## config.mk

```make
export PLATFORM = sky130hd
export DESIGN_NAME = cipc_lane
export DESIGN_NICKNAME = d
export VERILOG_FILES = /design/src/hw/rtl/cipc_pkg.sv /design/src/hw/rtl/cipc_lane.sv
export SDC_FILE = /design/constraint.sdc
export NUM_CORES = 1
export LEC_CHECK = 0
export ABC_CLOCK_PERIOD_IN_PS = 2400
export BUFFER_PORTS_ARGS = -buffer_cell sky130_fd_sc_hd__buf_2
export CORE_ASPECT_RATIO = 1.2
export CORE_MARGIN = 2
export CORE_UTILIZATION = 51
export CTS_CLUSTER_DIAMETER = 80
export DETAILED_ROUTE_END_ITERATION = 16
export PLACE_DENSITY_LB_ADDON = 0.15
export SKIP_CTS_REPAIR_TIMING = 1
export SLEW_MARGIN = 40
export SYNTH_ARGS = -nofsm -noshare
export SYNTH_HDL_FRONTEND = slang
export SYNTH_SLANG_ARGS = --single-unit
```

## constraint.sdc

```tcl
create_clock -name clock -period 2.4 [get_ports clock]
set_input_delay 0.24 -clock clock [delete_from_list [all_inputs] [get_ports clock]]
set_output_delay 0.24 -clock clock [all_outputs]
set_load 0.02 [all_outputs]
```

## src/hw/rtl/cipc_pkg.sv

```systemverilog
package cipc_pkg;

   localparam int SAMPLE_BITS_DEF = 10;
   localparam int TABLE_DEPTH_DEF = 128;

   localparam int SLOPE_W  = 20;
   localparam int OFFSET_W = 24;
   localparam int NOTE_W   = 23;
   localparam int FRAC_W   = 16;
   localparam int FREQ_W   = 32;
   localparam int INDEX_W  = 7;
   localparam int CSR_IDX_W  = 2;
   localparam int CSR_DATA_W = 24;

   localparam logic [NOTE_W-1:0]   NOTE_MAX     = NOTE_W'(127 << FRAC_W);
   localparam logic [SLOPE_W-1:0]  SLOPE_RESET  = SLOPE_W'(6554);
   localparam logic [OFFSET_W-1:0] OFFSET_RESET = OFFSET_W'(524288);

   localparam logic [CSR_IDX_W-1:0] CSR_NOTE_SLOPE  = CSR_IDX_W'(0);
   localparam logic [CSR_IDX_W-1:0] CSR_NOTE_OFFSET = CSR_IDX_W'(1);

   localparam logic ACTION_SCAN        = 1'b0;
   localparam logic ACTION_TABLE_WRITE = 1'b1;

   typedef struct packed {
      logic ready;       // snapshot stage can take a new result
      logic table_busy;  // a result has not yet read the table
   } cipc_status_type;

endpackage

```

## src/hw/rtl/cipc_lane.sv

```systemverilog
module cipc_lane
   import cipc_pkg::*;
#(
   parameter int SAMPLE_BITS = SAMPLE_BITS_DEF
) (
   input  logic                   clock,
   input  logic                   reset,
   input  logic                   scan_en,
   input  logic                   last,
   input  logic [SAMPLE_BITS-1:0] sample,
   output logic [SAMPLE_BITS+1:0] total
);

   localparam int SUM_W = SAMPLE_BITS + 2;

   logic [SUM_W-1:0] sum_ff;
   logic [SUM_W-1:0] sum_in;

   // running sum including the sample of this scan
   assign total = sum_ff + SUM_W'(sample);

   always_comb begin
      sum_in = sum_ff;
      if (scan_en) begin
         sum_in = last ? '0 : total;
      end
   end

   always_ff @(posedge clock) begin
      if (reset) begin
         sum_ff <= '0;
      end else begin
         sum_ff <= sum_in;
      end
   end

endmodule

```

==> impl_metrics.json, run 1 <==
{
  "instances_no_fill": 167,
  "syn_area_per_cell_sq_um": 8.24,
  "drt-vias-per-instance": 5.54,
  "critPathKind": "flip-flop to primary output",
  "p_clk_share_pct": 27.8,
  "synth_edf_count": 0,
  "chipHeight_um": 51.4,
  "routed-wl-met2_um": 1100,
  "num_antenna_cells": 0,
  "synth_seq_cells": 12,
  "mostFrequentLayoutCells": "22 x buf_2, 11 x nor2_1, 11 x dfxtp_1",
  "syn-cell-area_sq_um": 956,
  "skew_ps": 0.710,
  "hpwlAfterDp_um": 1640,
  "arrival_ps": 2200,
  "p_leak_uw": 0.000568,
  "ys_types": 38,
  "finalHoldViolations": 0,
  "gp_congestion": 0.868,
  "reg_top3": "sum_ff (12)",
  "worst_pin_slew_ps": 356,
  "powerDensity_mw_per_mm2": 485,
  "cts_tree": "built",
  "ctsLongestPathBuffers": 2,
  "violations": "negative setup slack",
  "synthSimpleGateAreaFrac_pct": 22.4,
  "h-tree-depth": 1,
  "antenna_left": 0,
  "top_layer": "met4",
  "clk_latency_ps": 270,
  "grt_pass1_vias": 910,
  "dp_cells": 159,
  "place_ws_ps": 217,
  "crit_fanout": 3,
  "hold_slack_ps": 297,
  "num_vias": 926,
  "grt-ovfl-total": 0,
  "fp.dieW_um": 43.5,
  "largest_reg_flops": 12,
  "regMostFlops": "sum_ff",
  "drtPass1Iterations": 4,
  "wire_per_inst_um": 13.1,
  "p_sw_share_pct": 34.1,
  "num_rows": 17,
  "root_buffer": "clkbuf_4",
  "area.growth.synth_to_final_pct": 29.1,
  "internal_power_uw": 395,
  "drive_above_1_share_pct": 31.8,
  "core_sq_mm": 0.00181,
  "num_io_pins": 26,
  "start_kind": "flip-flop",
  "yosysSeqAreaShare_pct": 25.1,
  "status": "complete, but fails checks",
  "combPwrFrac_pct": 36.2,
  "p_total_uw": 599,
  "synth_top_family_by_area": "compound AO/OA/AOI/OAI gates",
  "nNetsFinal": 174,
  "portBuffers": 25,
  "p_seq_share_pct": 36.0,
  "drv_slew": 0,
  "grt_max_degree": 14,
  "netlist_instances": 116,
  "ir_drop_uv": 282,
  "path_clk_slew_ps": 80,
  "synth_xor_area_share_pct": 6.41,
  "setup_violations": 1,
  "route.met3.wl_um": 79,
  "ys.flop_type": "dfxtp_1",
  "yosysTopAreaCell": "dfxtp_1",
  "routed_wl_um": 2190,
  "drc_errors": 0,
  "yosys_warnings": 0,
  "synth_nets": 141,
  "numCtsBuffers": 3,
  "numClockSinks": 12,
  "max_slew_margin_pct": 75.6,
  "grt_antenna_before_repair": 0,
  "cp-end-kind": "primary output",
  "netlist.area_leader.share_pct": 25.1,
  "grt_pass1_wl_um": 3560,
  "synth.area.mux_share_pct": 1.05,
  "min_period_over_period_pct": 102,
  "async_flop_share_pct": 0,
  "die-area_sq_mm": 0.00224,
  "layout_commonest_cell": "buf_2",
  "yosys.area_share.adder_pct": 15.2,
  "period_needed_ps": 2440,
  "crit_required_ps": 2160,
  "synth_area_leaders": "dfxtp_1 25%, ha_1 13%, a21oi_1 4.7%, xnor2_1 4.6%, nor2_1 4.3%",
  "rsz0062_at_grt": "true",
  "drtIter0Drc": 13,
  "worstHoldPathType": "input pin to flip-flop",
  "fillers": 158,
  "grt_use_total_pct": 20.3,
  "max_freq_mhz": 410,
  "drv_cap": 0,
  "fin_ws_ps": -40.6,
  "synth-compound-area-share_pct": 26.3,
  "initial_core_util_pct": 52.9,
  "wl_met1_um": 979,
  "p_sw_uw": 204
}
==> synth_stat cells, drive strengths merged (2+ instances only) <==
library cell,instances
xnor2,5
nand2b,5
nor3,2
dfxtp,12
a21oi,12
xor2,2
nor2b,6
clkbuf,3
o21a,4
inv,6
nand3,2
nand2,6
ha,10
o21ai,3
a21o,5
nand3b,3
nor2,11
==> routing by layer <==
layer	vias to the layer above	GRT usage, %
met3	4	3.18
met2	21	36.3
met1	419	23.4
li1	482	-
met5	-	0
met4	0	8.59
==> final cells by class <==
class / count / area, sq um / area share [%]
Tap cell: 19 / 23.8 / 1.93
Inverter: 6 / 22.5 / 1.83
Timing Repair Buffer: 31 / 178 / 14.4
Sequential cell: 12 / 241 / 19.6
Clock buffer: 4 / 36.3 / 2.94
Multi-Input combinational cell: 95 / 732 / 59.3
==> logic make-up after synthesis <==
logic type                 after synthesis
AOI/OAI and AO/OA                       35
xor gates and xnor gates                 7
adders and majority gates               11
buffers and inverters                    9
DFF                                     12
muxes                                    1
and+or+nand+nor                         41
==> worst paths after layout <==
kind,to,start,slack [ps],cells after the start
worst min register to register,sum_ff[9],sum_ff[9],480,2
worst max register to register,sum_ff[8],sum_ff[0],390,10
worst min-delay path,sum_ff[3],reset,300,2
worst max-delay path,total[10],sum_ff[0],-40,10
==> per-stage QoR <==
stage	instance area (sq um)	setup TNS [ps]	util [%]
2_1_floorplan	956	0	-
3_3_place_gp	1110	0	61.3
6_report	1230	-40.6	68.2
4_1_cts	1140	-203	63.3
3_5_place_dp	1110	0	61.3
5_1_grt	1230	-382	68.2
==> power groups by stage <==
stage / Combinational [uW] / Sequential [uW] / Clock, uW
finish: 217 / 215 / 166
global route: 238 / 217 / 177
CTS: 199 / 214 / 169
detailed placement: 198 / 219 / 0
global placement: 196 / 218 / 0
floorplan: 140 / 217 / 0
==> critical path: stages (launching register included) <==
cell and delay (ps):
dfxtp_2 360, ha_4 140, inv_2 40, fa_2 350, nor2b_1 110, o21a_1 170, o21ai_2 80, a21oi_2 220
a31oi_2 140, xnor2_1 170, buf_4 160
Note: power is estimated with default switching activity, not from simulation.
==> run 2: changes to the inputs <==
--- a/config.mk
+++ b/config.mk
@@ -9,7 +9,8 @@
 export BUFFER_PORTS_ARGS = -buffer_cell sky130_fd_sc_hd__buf_2
 export CORE_ASPECT_RATIO = 1.2
 export CORE_MARGIN = 2
-export CORE_UTILIZATION = 51
+export CORE_UTILIZATION = 53
+export CTS_BUF_LIST = sky130_fd_sc_hd__clkbuf_4
 export CTS_CLUSTER_DIAMETER = 80
 export DETAILED_ROUTE_END_ITERATION = 16
 export PLACE_DENSITY_LB_ADDON = 0.15
==> run 2 against run 1 <==
  * Power down 4.8%
  * Clock power fell by 17%
  * Wire length increased by 5.5%
  * Worst hold slack worse by 1.5 ps
  * Largest cell class unchanged
  * Cell count shrank 1.8%
  * Via count rose by 1.5%
  * Clock skew up 1.6 ps
  * The run still ends with negative setup slack left
==> impl_metrics.json, run 2 (same netlist as run 1, synthesis figures left out) <==
{
  "status": "complete, but fails checks",
  "violations": "negative setup slack",
  "fin_area_sq_mm": 0.00121,
  "start_kind": "flip-flop",
  "fp.dieW_um": 42.8,
  "drtIter0Drc": 13,
  "wire_per_inst_um": 14.1,
  "numCtsBuffers": 3,
  "dp_cells": 158,
  "antenna_left": 0,
  "die-area_sq_mm": 0.00216,
  "instances_no_fill": 164,
  "hpwlAfterDp_um": 1680,
  "grt_pass1_vias": 964,
  "drive_above_1_share_pct": 32.2,
  "min_path_cells": 2,
  "worst_pin_slew_ps": 375,
  "largest_reg_flops": 12,
  "regMostFlops": "sum_ff",
  "clk_latency_ps": 280,
  "min_period_over_period_pct": 102,
  "drt-vias-per-instance": 5.73,
  "rsz0062_at_grt": "true",
  "nNetsFinal": 172,
  "crit_required_ps": 2160,
  "arrival_ps": 2210,
  "grt_antenna_before_repair": 0,
  "fin_ws_ps": -53.3,
  "ir_drop_uv": 365,
  "period_needed_ps": 2450,
  "path_clk_slew_ps": 80,
  "routed_wl_um": 2310,
  "chipHeight_um": 50.5,
  "powerDensity_mw_per_mm2": 470,
  "area.growth.synth_to_final_pct": 26.8,
  "num_antenna_cells": 0,
  "cts_tree": "built",
  "drc_errors": 0,
  "drv_slew": 0,
  "num_vias": 940,
  "ctsLongestPathBuffers": 2,
  "layout_commonest_cell": "buf_2",
  "dpl_cell_area_sq_mm": 0.00111,
  "h-tree-depth": 1,
  "setup_violations": 1,
  "grt_use_total_pct": 23.1,
  "num_io_pins": 26,
  "core_sq_mm": 0.00166,
  "mostFrequentLayoutCells": "22 x buf_2, 11 x nor2_1, 9 x a21oi_1, 9 x dfxtp_1, 7 x buf_4",
  "critPathKind": "flip-flop to primary output",
  "skew_ps": 2.30,
  "gp_congestion": 0.824,
  "reg_top3": "sum_ff (12)",
  "num_rows": 16,
  "final_util_pct": 73.0,
  "portBuffers": 25,
  "max_freq_mhz": 408,
  "initial_core_util_pct": 57.5,
  "crit_fanout": 3,
  "cp-end-kind": "primary output",
  "finalHoldViolations": 0,
  "drv_cap": 0,
  "worstHoldPathType": "input pin to flip-flop",
  "grt_max_degree": 14,
  "grt-ovfl-total": 0,
  "p_leak_uw": 0.000549,
  "grt_pass1_wl_um": 3860,
  "drtPass1Iterations": 4,
  "worstRegToRegCells": 10,
  "numClockSinks": 12,
  "max_slew_margin_pct": 74.3,
  "root_buffer": "clkbuf_4"
}
==> run 2: critical path: stages, from the launching register on <==
cell and delay, ps:
dfxtp_2 360, ha_4 130, inv_2 40, fa_2 370, nor2b_1 120, o21a_1 170, o21ai_2 70, a21oi_2 210
a31oi_2 130, xnor2_1 180, buf_4 160
==> run 2: area by class of cell <==
class	count	area (sq um)
clock inverter	1	3.75
sequential	12	244
timing repair buffer	29	163
inverter	6	22.5
clock buffer	3	22.5
fill	133	449
multi-input combinational	95	734
tap	18	22.5
==> run 2: per-layer routing <==
layer / GRT usage, % / vias to the layer above / routed length [um]
met3: 2.16 / 5 / 77
met2: 43.9 / 21 / 1230
met5: 0 / - / 0
met1: 24.8 / 439 / 974
li1: - / 475 / -
met4: 10.4 / 0 / 27
==> run 2: power by group <==
part | leakage [uW] | switching (uW) | internal [uW]
clock network | 0.0000154 | 76.8 | 60.3
logic | 0.000434 | 125 | 92.3
registers | 0.0000991 | 6.70 | 209
==> run 2: final timing paths <==
check                               start    endpoint  slack [ps]
worst max-delay path            sum_ff[0]   total[10]         -50
worst min-delay path                reset   sum_ff[3]         300
worst max register to register  sum_ff[0]  sum_ff[10]         460
worst min register to register  sum_ff[9]   sum_ff[9]         470
==> run 2: stage by stage <==
step / hold slack, ps / total power, uW / setup slack, ps / TNS [ps]
final: 295 / 570 / -53.3 / -53.3
after CTS: 299 / 553 / -126 / -256
after detailed placement: 459 / 417 / 192 / 0
after global placement: 443 / 411 / 247 / 0
after global routing: 308 / 597 / -188 / -449
after floorplan: 426 / 357 / 251 / 0
==> run 3: changes to the inputs <==
--- a/config.mk
+++ b/config.mk
@@ -5,11 +5,12 @@
 export SDC_FILE = /design/constraint.sdc
 export NUM_CORES = 1
 export LEC_CHECK = 0
+export ABC_AREA = 1
 export ABC_CLOCK_PERIOD_IN_PS = 2400
 export BUFFER_PORTS_ARGS = -buffer_cell sky130_fd_sc_hd__buf_2
 export CORE_ASPECT_RATIO = 1.2
 export CORE_MARGIN = 2
-export CORE_UTILIZATION = 53
+export CORE_UTILIZATION = 55
 export CTS_BUF_LIST = sky130_fd_sc_hd__clkbuf_4
 export CTS_CLUSTER_DIAMETER = 80
 export DETAILED_ROUTE_END_ITERATION = 16
==> run 3 against run 2 <==
  * The flow now finishes without violations
  * Fmax is 8.0% higher
  * Synthesized area is 13% higher
  * Synthesized cell count is 49% higher
  * Power is 0.38% lower
  * Combinational power hardly changed
  * Wire length is 5.7% higher
  * Cell count is 34% higher
  * Sequential share of layout area is 1.1 points lower
  * Global-route usage is 1.1 points higher
  * Design area is 4.0% higher
  * Sequential cell count stayed put
  * Critical path type unchanged
  * Critical endpoint is now total[6]
==> impl_metrics.json, run 3 <==
{
  "numCtsBuffers": 3,
  "worstHoldPathType": "input pin to flip-flop",
  "grt_antenna_before_repair": 0,
  "clk_latency_ps": 290,
  "syn-cell-area_sq_mm": 0.00108,
  "ys_types": 24,
  "fillers": 165,
  "synth_seq_cells": 12,
  "yosys_warnings": 0,
  "num_vias": 1117,
  "grt-ovfl-total": 0,
  "hpwlAfterDp_um": 1910,
  "mostFrequentLayoutCells": "58 x nand2_1, 24 x inv_1, 24 x buf_2",
  "setup_violations": 0,
  "root_buffer": "clkbuf_4",
  "max_slew_margin_pct": 72.7,
  "synth_area_leaders": "dfxtp_1 22%, nand2_1 20%, ha_1 12%, inv_1 8.4%, nand3_1 6.5%",
  "r2r_slack_ps": 650,
  "drt-vias-per-instance": 5.10,
  "yosys.cell_count.top_type": "nand2_1",
  "synth_commonest_cells": "58 x nand2_1, 24 x inv_1, 14 x nand3_1",
  "drc_errors": 0,
  "initial_core_util_pct": 58.3,
  "arrival_ps": 2030,
  "chipHeight_um": 52.5,
  "drv_slew": 0,
  "ctsLongestPathBuffers": 2,
  "drtPass1Iterations": 4,
  "cp-end-kind": "primary output",
  "synth_nets": 198,
  "ys.flop_type": "dfxtp_1",
  "routed_wl_um": 2440,
  "min_period_over_period_pct": 94.7,
  "grt_use_total_pct": 24.1,
  "netlist_instances": 173,
  "num_rows": 17,
  "grt_pass1_vias": 1001,
  "p_leak_uw": 0.000688,
  "fp.dieW_um": 44.4,
  "portBuffers": 25,
  "start_kind": "flip-flop",
  "gp_congestion": 0.886,
  "crit_fanout": 3,
  "regMostFlops": "sum_ff",
  "num_io_pins": 26,
  "drv_cap": 0,
  "reg_top3": "sum_ff (12)",
  "tns_ps": 0,
  "numClockSinks": 12,
  "grt_pass1_wl_um": 4070,
  "finalHoldViolations": 0,
  "synth_edf_count": 0,
  "yosysTopAreaCell": "dfxtp_1",
  "ir_drop_uv": 372,
  "worst_pin_slew_ps": 409,
  "num_antenna_cells": 0,
  "skew_ps": 8.38,
  "drtIter0Drc": 26,
  "fin_area_sq_mm": 0.00126,
  "area.growth.synth_to_final_pct": 16.9,
  "max_freq_mhz": 440,
  "drive_above_1_share_pct": 22.0,
  "die-area_sq_mm": 0.00233,
  "syn_area_per_cell_sq_um": 6.23,
  "dpl_cell_area_sq_mm": 0.00122,
  "wire_per_inst_um": 11.1,
  "h-tree-depth": 1,
  "netlist.area_leader.share_pct": 22.3,
  "layout_commonest_cell": "nand2_1",
  "grt_max_degree": 14,
  "core_sq_mm": 0.00185,
  "final_util_pct": 68.2,
  "crit_required_ps": 2160,
  "largest_reg_flops": 12,
  "yosysSeqAreaShare_pct": 22.3,
  "cts_tree": "built",
  "powerDensity_mw_per_mm2": 450,
  "rsz0062_at_grt": "false",
  "async_flop_share_pct": 0,
  "critPathKind": "flip-flop to primary output",
  "seq_area_sq_um": 240,
  "nNetsFinal": 226,
  "status": "finished clean",
  "path_clk_slew_ps": 90,
  "multi_input_area_sq_um": 738,
  "antenna_left": 0,
  "period_needed_ps": 2270
}
run 3: cell count changes in the layout (fill, tap and decap cells not counted), sizes merged, moves of 5 or more:
cell | previous run | this run
nand2 | 6 | 63
nand2b | 5 | 0
a21o | 5 | 0
nor2b | 6 | 0
nand3 | 2 | 15
inv | 6 | 26
run 3: metal layers:
| layer | share of wire (%) | GRT usage (%) |
|---|---|---|
| met3 | 4.5 | 4.14 |
| met1 | 44 | 29.8 |
| met2 | 50 | 40.2 |
| met5 | 0 | 0 |
| met4 | 1.6 | 11.1 |
run 3: where the power goes:
part           internal [uW]  switching, uW  total (uW)
combinational           80.0            137         216
sequential               208           5.49         214
clock                   60.5           77.2         138
total                    349            219         568
run 3: path summary, 6_finish.rpt:
path	start	to	depth (start not counted)
setup / recovery	sum_ff[0]	total[6]	11
setup reg to reg	sum_ff[0]	sum_ff[6]	11
hold / removal	reset	sum_ff[5]	2
hold reg to reg	sum_ff[2]	sum_ff[2]	2
run 3: per-stage QoR:
stage	setup slack [ps]	total power [uW]	hold slack (ps)	instances
6_report	128	568	287	219
5_1_grt	8.93	606	309	219
4_1_cts	18.5	567	288	219
3_5_place_dp	340	432	462	215
3_3_place_gp	412	428	456	215
2_1_floorplan	539	373	309	173
run 3: layout make-up:
class | count | share of cell area [%]
Multi-Input combinational cell | 132 | 58.5
Sequential cell | 12 | 19.0
Timing Repair Buffer | 26 | 10.7
Inverter | 26 | 7.74
Tap cell | 19 | 1.88
Clock buffer | 3 | 1.79
Clock inverter | 1 | 0.298
run 3: logic make-up (layout without fill, tap and decap cells):
logic type | after synthesis | in the layout | synth area share [%]
compound gates | 16 | 16 | 8.35
xor+xnor | 5 | 5 | 4.76
fa+ha+maj | 11 | 11 | 13.5
flops | 12 | 12 | 22.3
buf+inv | 29 | 56 | 10.2
simple gates | 100 | 100 | 41.0
run 3: critical path, stage by stage (launching register included):
cell and delay (ps):
dfxtp_1 340, ha_2 190, inv_1 70, fa_2 340, inv_1 90, nand3_1 80
nand3_2 100, nand2_1 60, nand2_1 80, or2_1 120, and2_1 130, buf_4 130
